--- config.mk ---
export PLATFORM = sky130hd
export DESIGN_NAME = gbi_divider
export DESIGN_NICKNAME = d
export VERILOG_FILES = /design/src/rtl/grid_bilinear_interpolator_assert.svh /design/src/rtl/gbi_pkg.sv /design/src/rtl/gbi_divider.sv
export SDC_FILE = /design/constraint.sdc
export NUM_CORES = 1
export LEC_CHECK = 0
export BUFFER_PORTS_ARGS = -buffer_cell sky130_fd_sc_hd__buf_2
export CORE_MARGIN = 5
export CORE_UTILIZATION = 61
export CTS_BUF_LIST = sky130_fd_sc_hd__clkbuf_8
export DETAILED_ROUTE_END_ITERATION = 6
export GPL_ROUTABILITY_DRIVEN = 0
export PLACE_DENSITY_LB_ADDON = 0.05
export SYNTH_ARGS = -nofsm -noshare
export SYNTH_HDL_FRONTEND = slang
export SYNTH_SLANG_ARGS = --single-unit
--- constraint.sdc ---
create_clock -name clk -period 5.1 [get_ports clk]
set_clock_uncertainty 0.2 [all_clocks]
set_input_delay 0.255 -clock clk [delete_from_list [all_inputs] [get_ports clk]]
set_output_delay 0.255 -clock clk [all_outputs]
set_load 0.02 [all_outputs]
--- src/rtl/grid_bilinear_interpolator_assert.svh ---
// Assertion macros for the grid bilinear interpolator.
`ifndef GRID_BILINEAR_INTERPOLATOR_ASSERT_SVH
`define GRID_BILINEAR_INTERPOLATOR_ASSERT_SVH

// Implication checked on every clock edge outside reset.
`define GBI_ASSERT_IMPL(label, clk, rst_n, cond, prop, msg) \
label: assert property (@(posedge clk) disable iff (!rst_n) (cond) |-> (prop)) \
	else $error(msg);

// Next-cycle implication checked outside reset.
`define GBI_ASSERT_NEXT(label, clk, rst_n, cond, prop, msg) \
label: assert property (@(posedge clk) disable iff (!rst_n) (cond) |=> (prop)) \
	else $error(msg);

`endif

--- src/rtl/gbi_pkg.sv ---
// ----------------------------------------------------------------------------
// gbi_pkg
// Types and constants shared by the grid bilinear interpolator.
// ----------------------------------------------------------------------------
`default_nettype none
package gbi_pkg;
	localparam int MAX_POINTS_DEF = 64;
	localparam int VALUE_BITS_DEF = 32;
	localparam int REG_BITS       = 7;
	localparam int IDX_BITS       = 6;
	localparam int FRAC_BITS      = 24;
	localparam int DIV_BITS       = 50;

	localparam logic [1:0] OP_WRITE_X    = 2'd0;
	localparam logic [1:0] OP_WRITE_Y    = 2'd1;
	localparam logic [1:0] OP_WRITE_GRID = 2'd2;
	localparam logic [1:0] OP_QUERY      = 2'd3;

	localparam logic [0:0] CFG_X_USED = 1'b0;
	localparam logic [0:0] CFG_Y_USED = 1'b1;

	typedef enum logic [3:0] {
		ST_IDLE,
		ST_SRCH_RD,
		ST_SRCH_CMP,
		ST_SPAN_RD,
		ST_SPAN_CAP,
		ST_DIV,
		ST_CORNER_RD,
		ST_ROW,
		ST_FINAL,
		ST_DONE
	} state_t;

	// Controls handed to the divider.
	typedef struct packed {
		logic                        start;
		logic signed [DIV_BITS-1:0]  num;
		logic signed [DIV_BITS-1:0]  den;
	} div_req_t;

	typedef struct packed {
		logic                         done;
		logic signed [DIV_BITS-1:0]   quot;
	} div_rsp_t;
endpackage
`default_nettype wire

--- src/rtl/gbi_divider.sv ---
// ----------------------------------------------------------------------------
// gbi_divider
// Restoring signed divider, one quotient bit per cycle, rounding toward zero.
// ----------------------------------------------------------------------------
`default_nettype none
module gbi_divider (
	input  wire logic             clk,
	input  wire logic             arst_n,
	input  wire gbi_pkg::div_req_t req,
	output gbi_pkg::div_rsp_t     rsp
);
	localparam int W = gbi_pkg::DIV_BITS;
	localparam int CW = $clog2(W + 1);

	logic [W-1:0]  rem_q;
	logic [W-1:0]  quo_q;
	logic [W-1:0]  den_q;
	logic          neg_q;
	logic [CW-1:0] cnt_q;
	logic          busy_q;
	logic          done_q;
	logic [W:0]    trial;
	logic [W-1:0]  shifted;

	always_comb begin
		shifted = {rem_q[W-2:0], quo_q[W-1]};
		trial   = {1'b0, shifted} - {1'b0, den_q};
	end

	always_ff @(posedge clk or negedge arst_n) begin
		if (!arst_n) begin
			busy_q <= 1'b0;
			done_q <= 1'b0;
			cnt_q  <= '0;
		end else begin
			done_q <= 1'b0;
			if (req.start) begin
				busy_q <= 1'b1;
				cnt_q  <= CW'(W);
			end else if (busy_q) begin
				cnt_q <= cnt_q - 1'b1;
				if (cnt_q == CW'(1)) begin
					busy_q <= 1'b0;
					done_q <= 1'b1;
				end
			end
		end
	end

	always_ff @(posedge clk) begin
		if (req.start) begin
			rem_q <= '0;
			quo_q <= req.num[W-1] ? W'(-req.num) : req.num;
			den_q <= req.den[W-1] ? W'(-req.den) : req.den;
			neg_q <= req.num[W-1] ^ req.den[W-1];
		end else if (busy_q) begin
			if (!trial[W]) begin
				rem_q <= trial[W-1:0];
				quo_q <= {quo_q[W-2:0], 1'b1};
			end else begin
				rem_q <= shifted;
				quo_q <= {quo_q[W-2:0], 1'b0};
			end
		end
	end

	assign rsp.done = done_q;
	assign rsp.quot = neg_q ? -$signed(quo_q) : $signed(quo_q);
endmodule
`default_nettype wire

# Yosys cells after proc, flatten, opt, wreduce, memory -nomap -nowiden
# Cells that the tools add are included.
[op_classes]
n_mul = 0
n_eq_ne = 1
add_sub_neg = 5
order_cmp = 0
shifts = 0
bitwise = 1
div_mod_pow = 0
n_reduce_logical = 1
muxes = 15
[op_table]
columns = ["operator", "count"]
rows = [
  ["50-bit 2-to-1 mux", 4],
  ["50-bit negator", 3],
  ["49-bit 2-to-1 mux", 2],
  ["50-bit by 50-bit subtractor with 51-bit output", 1],
  ["6-bit 2-to-1 mux", 2],
  ["1-bit 2-to-1 mux", 7],
  ["6-bit by 1-bit equality test with 1-bit output (second input constant)", 1],
  ["6-bit by 1-bit subtractor with 6-bit output (second input constant)", 1],
  ["2-bit nonzero test", 1],
  ["1-bit bitwise XOR", 1],
]
[totals]
latch_bits = 0
elab_cells = 31
ram_bits = 0
memories = 0
rom_bits = 0
output_inout_bits = 51
ff_bits = 158
inputBits = 103

# Logic depth before layout (Yosys ltp)
[depth]
word_depth = 4
depth_mapped = 15
ltp_nobuf = 13

# Least setup slack after synthesis
# Ideal clock, no wire load.
[synth_path]
path_type = "input port to flip-flop"
start = "in req[13] (netlist name)"
end = "reg den_q[47] (data pin)"
path_buffers = 0
t_arrival_ps = 3430
path_slack_ps = 1208
setup_time_ps = 263
required_ps = 4637
stages = 9
cell_sequence = "or4_4 -> or3_4 -> or3_4 -> or4_4 -> or4_4 -> or4_4 -> nand2b_4 -> o41ai_2 -> xnor2_1"
[synth_via]
elab_chain_len = 2
[synth_lines]
columns = ["item", "line", "rtl"]
rows = [
  ["from (decl)", "gbi_divider.sv:9", "input wire gbi_pkg::div_req_t req,"],
  ["50-bit negator", "gbi_divider.sv:54", "den_q <= req.den[W-1] ? W'(-req.den) : req.den;"],
  ["49-bit 2-to-1 mux", "gbi_divider.sv:54", ""],
  ["to (signal assigned)", "gbi_divider.sv:54", ""],
  ["to (decl)", "gbi_divider.sv:17", "logic [W-1:0] den_q;"],
]
# Every way passes these cells.
# A chain may end at the register's enable or synchronous reset.

# Worst setup path after layout
[layout_path]
start = "in req[13] (netlist name)"
end = "reg den_q[39] (data pin)"
# The elaborated chain is that of the path after synthesis.

==> summary.txt <==
status: complete, no violations
Min Hold Slack: 0.0208 ns
CP startpoint kind: input pin
Slew @ Worst Pin: 0.896 ns
most common cell after layout, fill and taps aside: buf_2
area leader, netlist: edfxtp_1
crit path DAT: 4.78 ns
YS warnings: 0
H-Tree Depth: 4
worst min path class: input pin to flip-flop
nets: 1755
Mapped Cells: 1423
DR iter-0 viols: 752
Post-synth EDFFs: 101
Final setup viols: 0
total CTS buffers: 17
die width: 151 um
CTS clk-pin slew, worst paths: 0.10 ns
Antenna Nets Post-Route: 0
Peak VDD IR: 167 uV
initial core utilization: 62.3%
setup TNS: 0 ns
drt pass-1 iters: 6
vias: 11372
Post-CTS Setup Inserts: 0
synth unique cells: 67
maxcap violations: 0
n_diodes: 0
ys flop type: edfxtp_1
Pleak: 5.59 nW
clk_lat worst skew: 0.47 ns
area of the mapped netlist: 12200 um^2
number of remaining DRC errors: 0
CTS tree: built
P&R area growth vs syn: 15.6%
Post-DP HPWL: 22500 um
total power: 3.32 mW
register bit count reported by yosys: 158
Power Density: 236 nW/um^2
Placed Cells: 1777
WL/cell: 16.8 um
Max Freq: 211 MHz
critical path type: input pin to flip-flop
vias in the first global route: 10471
die area: 22900 um^2
core area: 19500 um^2
period utilisation layout: 93.1%
WP data required: 5.13 ns
Slew Viols, Final: 0
Port Buffers: 153
Die Y: 151 um
commonest cells after routing, fill and taps aside: 152 x buf_2, 132 x nor2_1, 123 x a21oi_1
CP endpoint kind: flip-flop
total routed wirelength: 31500 um
CTS-repair resized insts: 0
Hold Violations, Final: 0
# clock sinks: 158
GR Util All Layers: 27.4%
first-pass GRT wire length: 51200 um
share of post-route cells with drive strength above 1: 13.7%
syn nets: 1582
largest net degree at the start of global routing: 86
row count: 51
Rel. slew slack: 40.3%
worst-path fanout max: 5
I/O Pins: 154
asr flop ratio synth: 5.06%
CTS Buffer Depth: 2
Root Driver: clkbuf_8
RSZ-0062 raised after global routing: false
grt total ovfl: 0
Non-Filler Instances: 1874
initial antenna violation count: 0
register area share after synthesis: 34.6%
synthesized area per cell: 8.55 um^2
Area contributors post-synth: edfxtp_1 25%, xnor2_1 8.3%, dfxtp_1 8.1%, ha_1 5.7%, a21oi_1 5.1%
Via density: 6.07
top-area cell type share of the netlist area: 24.9%
fin crit period: 4.75 ns
kinds of logic after synthesis:
kind of cell,synth area share [%]
xor gates and xnor gates,13.2
AOI/OAI and AO/OA,22.1
and+or+nand+nor,17.3
adders and majority gates,5.82
DFF,34.6
buffers and inverters,4.69
muxes,2.21
synth_stat cells (5+ instances only):
| cell | count |
|---|---|
| nor2_1 | 132 |
| a21oi_1 | 124 |
| nand2_1 | 121 |
| xnor2_1 | 115 |
| edfxtp_1 | 101 |
| o21ai_0 | 88 |
| inv_1 | 77 |
| clkbuf_1 | 69 |
| xor2_1 | 69 |
| ha_1 | 55 |
| dfxtp_1 | 49 |
| a211oi_1 | 36 |
| o31ai_1 | 36 |
| a21o_1 | 31 |
| or3_1 | 29 |
| o41ai_1 | 23 |
| nor3_1 | 21 |
| mux2i_1 | 19 |
| nand4_1 | 19 |
| nor4_1 | 19 |
| or4_1 | 19 |
| nand3_1 | 14 |
| nand2b_1 | 13 |
| a311oi_1 | 10 |
| a31oi_1 | 10 |
| nor2b_1 | 10 |
| and3_1 | 9 |
| o211ai_1 | 9 |
| o21bai_1 | 9 |
| dfrtp_1 | 8 |
| mux2_2 | 7 |
| or2_2 | 6 |
| o21a_1 | 5 |
power breakdown:
| part | switching [mW] | internal (mW) | leakage [nW] |
|---|---|---|---|
| combinational | 0.527 | 0.362 | 3.92 |
| clock | 0.520 | 0.342 | 0.173 |
| sequential | 0.0864 | 1.48 | 1.50 |
final timing paths:
path,from,endpoint,slack [ns],depth (start not counted)
setup / recovery,req[13],den_q[39],0.35,11
hold / removal,req[93],quo_q[43],0.02,3
setup reg to reg,quo_q[49],rem_q[45],0.84,15
hold reg to reg,rem_q[31],rem_q[31],0.30,2
max in group asynchronous,arst_n,busy_q,3.84,3
min in group asynchronous,arst_n,done_q,0.55,3
metrics by stage:
| stage | setup slack [ns] | cell area, um^2 | util [%] |
|---|---|---|---|
| 2_1_floorplan | 1.21 | 12200 | - |
| 3_3_place_gp | 0.934 | 13100 | 67.0 |
| 3_5_place_dp | 0.870 | 13100 | 67.0 |
| 4_1_cts | 0.356 | 14100 | 72.1 |
| 5_1_grt | 0.0541 | 14100 | 72.1 |
| 6_report | 0.351 | 14100 | 72.1 |
critical path, stage by stage:
cell,delay [ns]
dlygate4sd3_1,0.53
buf_2,0.14
or4_4,0.56
or3_4,0.35
or3_4,0.36
or4_4,0.49
or4_4,0.46
or4_4,0.54
o41ai_1,0.38
xnor2_1,0.12
dlygate4sd3_1,0.58
what timing repair did:
action,4_1_cts,5_1_grt
endpoints found under the setup margin,0,0
hold buffers,65,0
hold endpoints to repair,71,0
flip-flops by register name, summed over array words and instances (netlist names):
signal  count
neg_q       1
done_q      1
cnt_q       6
busy_q      1
rem_q      49
den_q      50
quo_q      50
per-layer routing:
layer	vias up	GRT usage [%]	routed length [um]
met2	483	44.6	14400
met4	0	7.75	577
met5	-	0	0
met1	5260	38.4	14000
met3	63	3.89	2480
li1	5566	-	-
layout make-up:
type | count | area [um^2]
Clock buffer | 17 | 234
Clock inverter | 15 | 113
Fill cell | 1580 | 5450
Inverter | 77 | 289
Multi-Input combinational cell | 1115 | 7400
Sequential cell | 158 | 4220
Tap cell | 265 | 332
Timing Repair Buffer | 227 | 1490
Power figures use the tool's default switching activity.
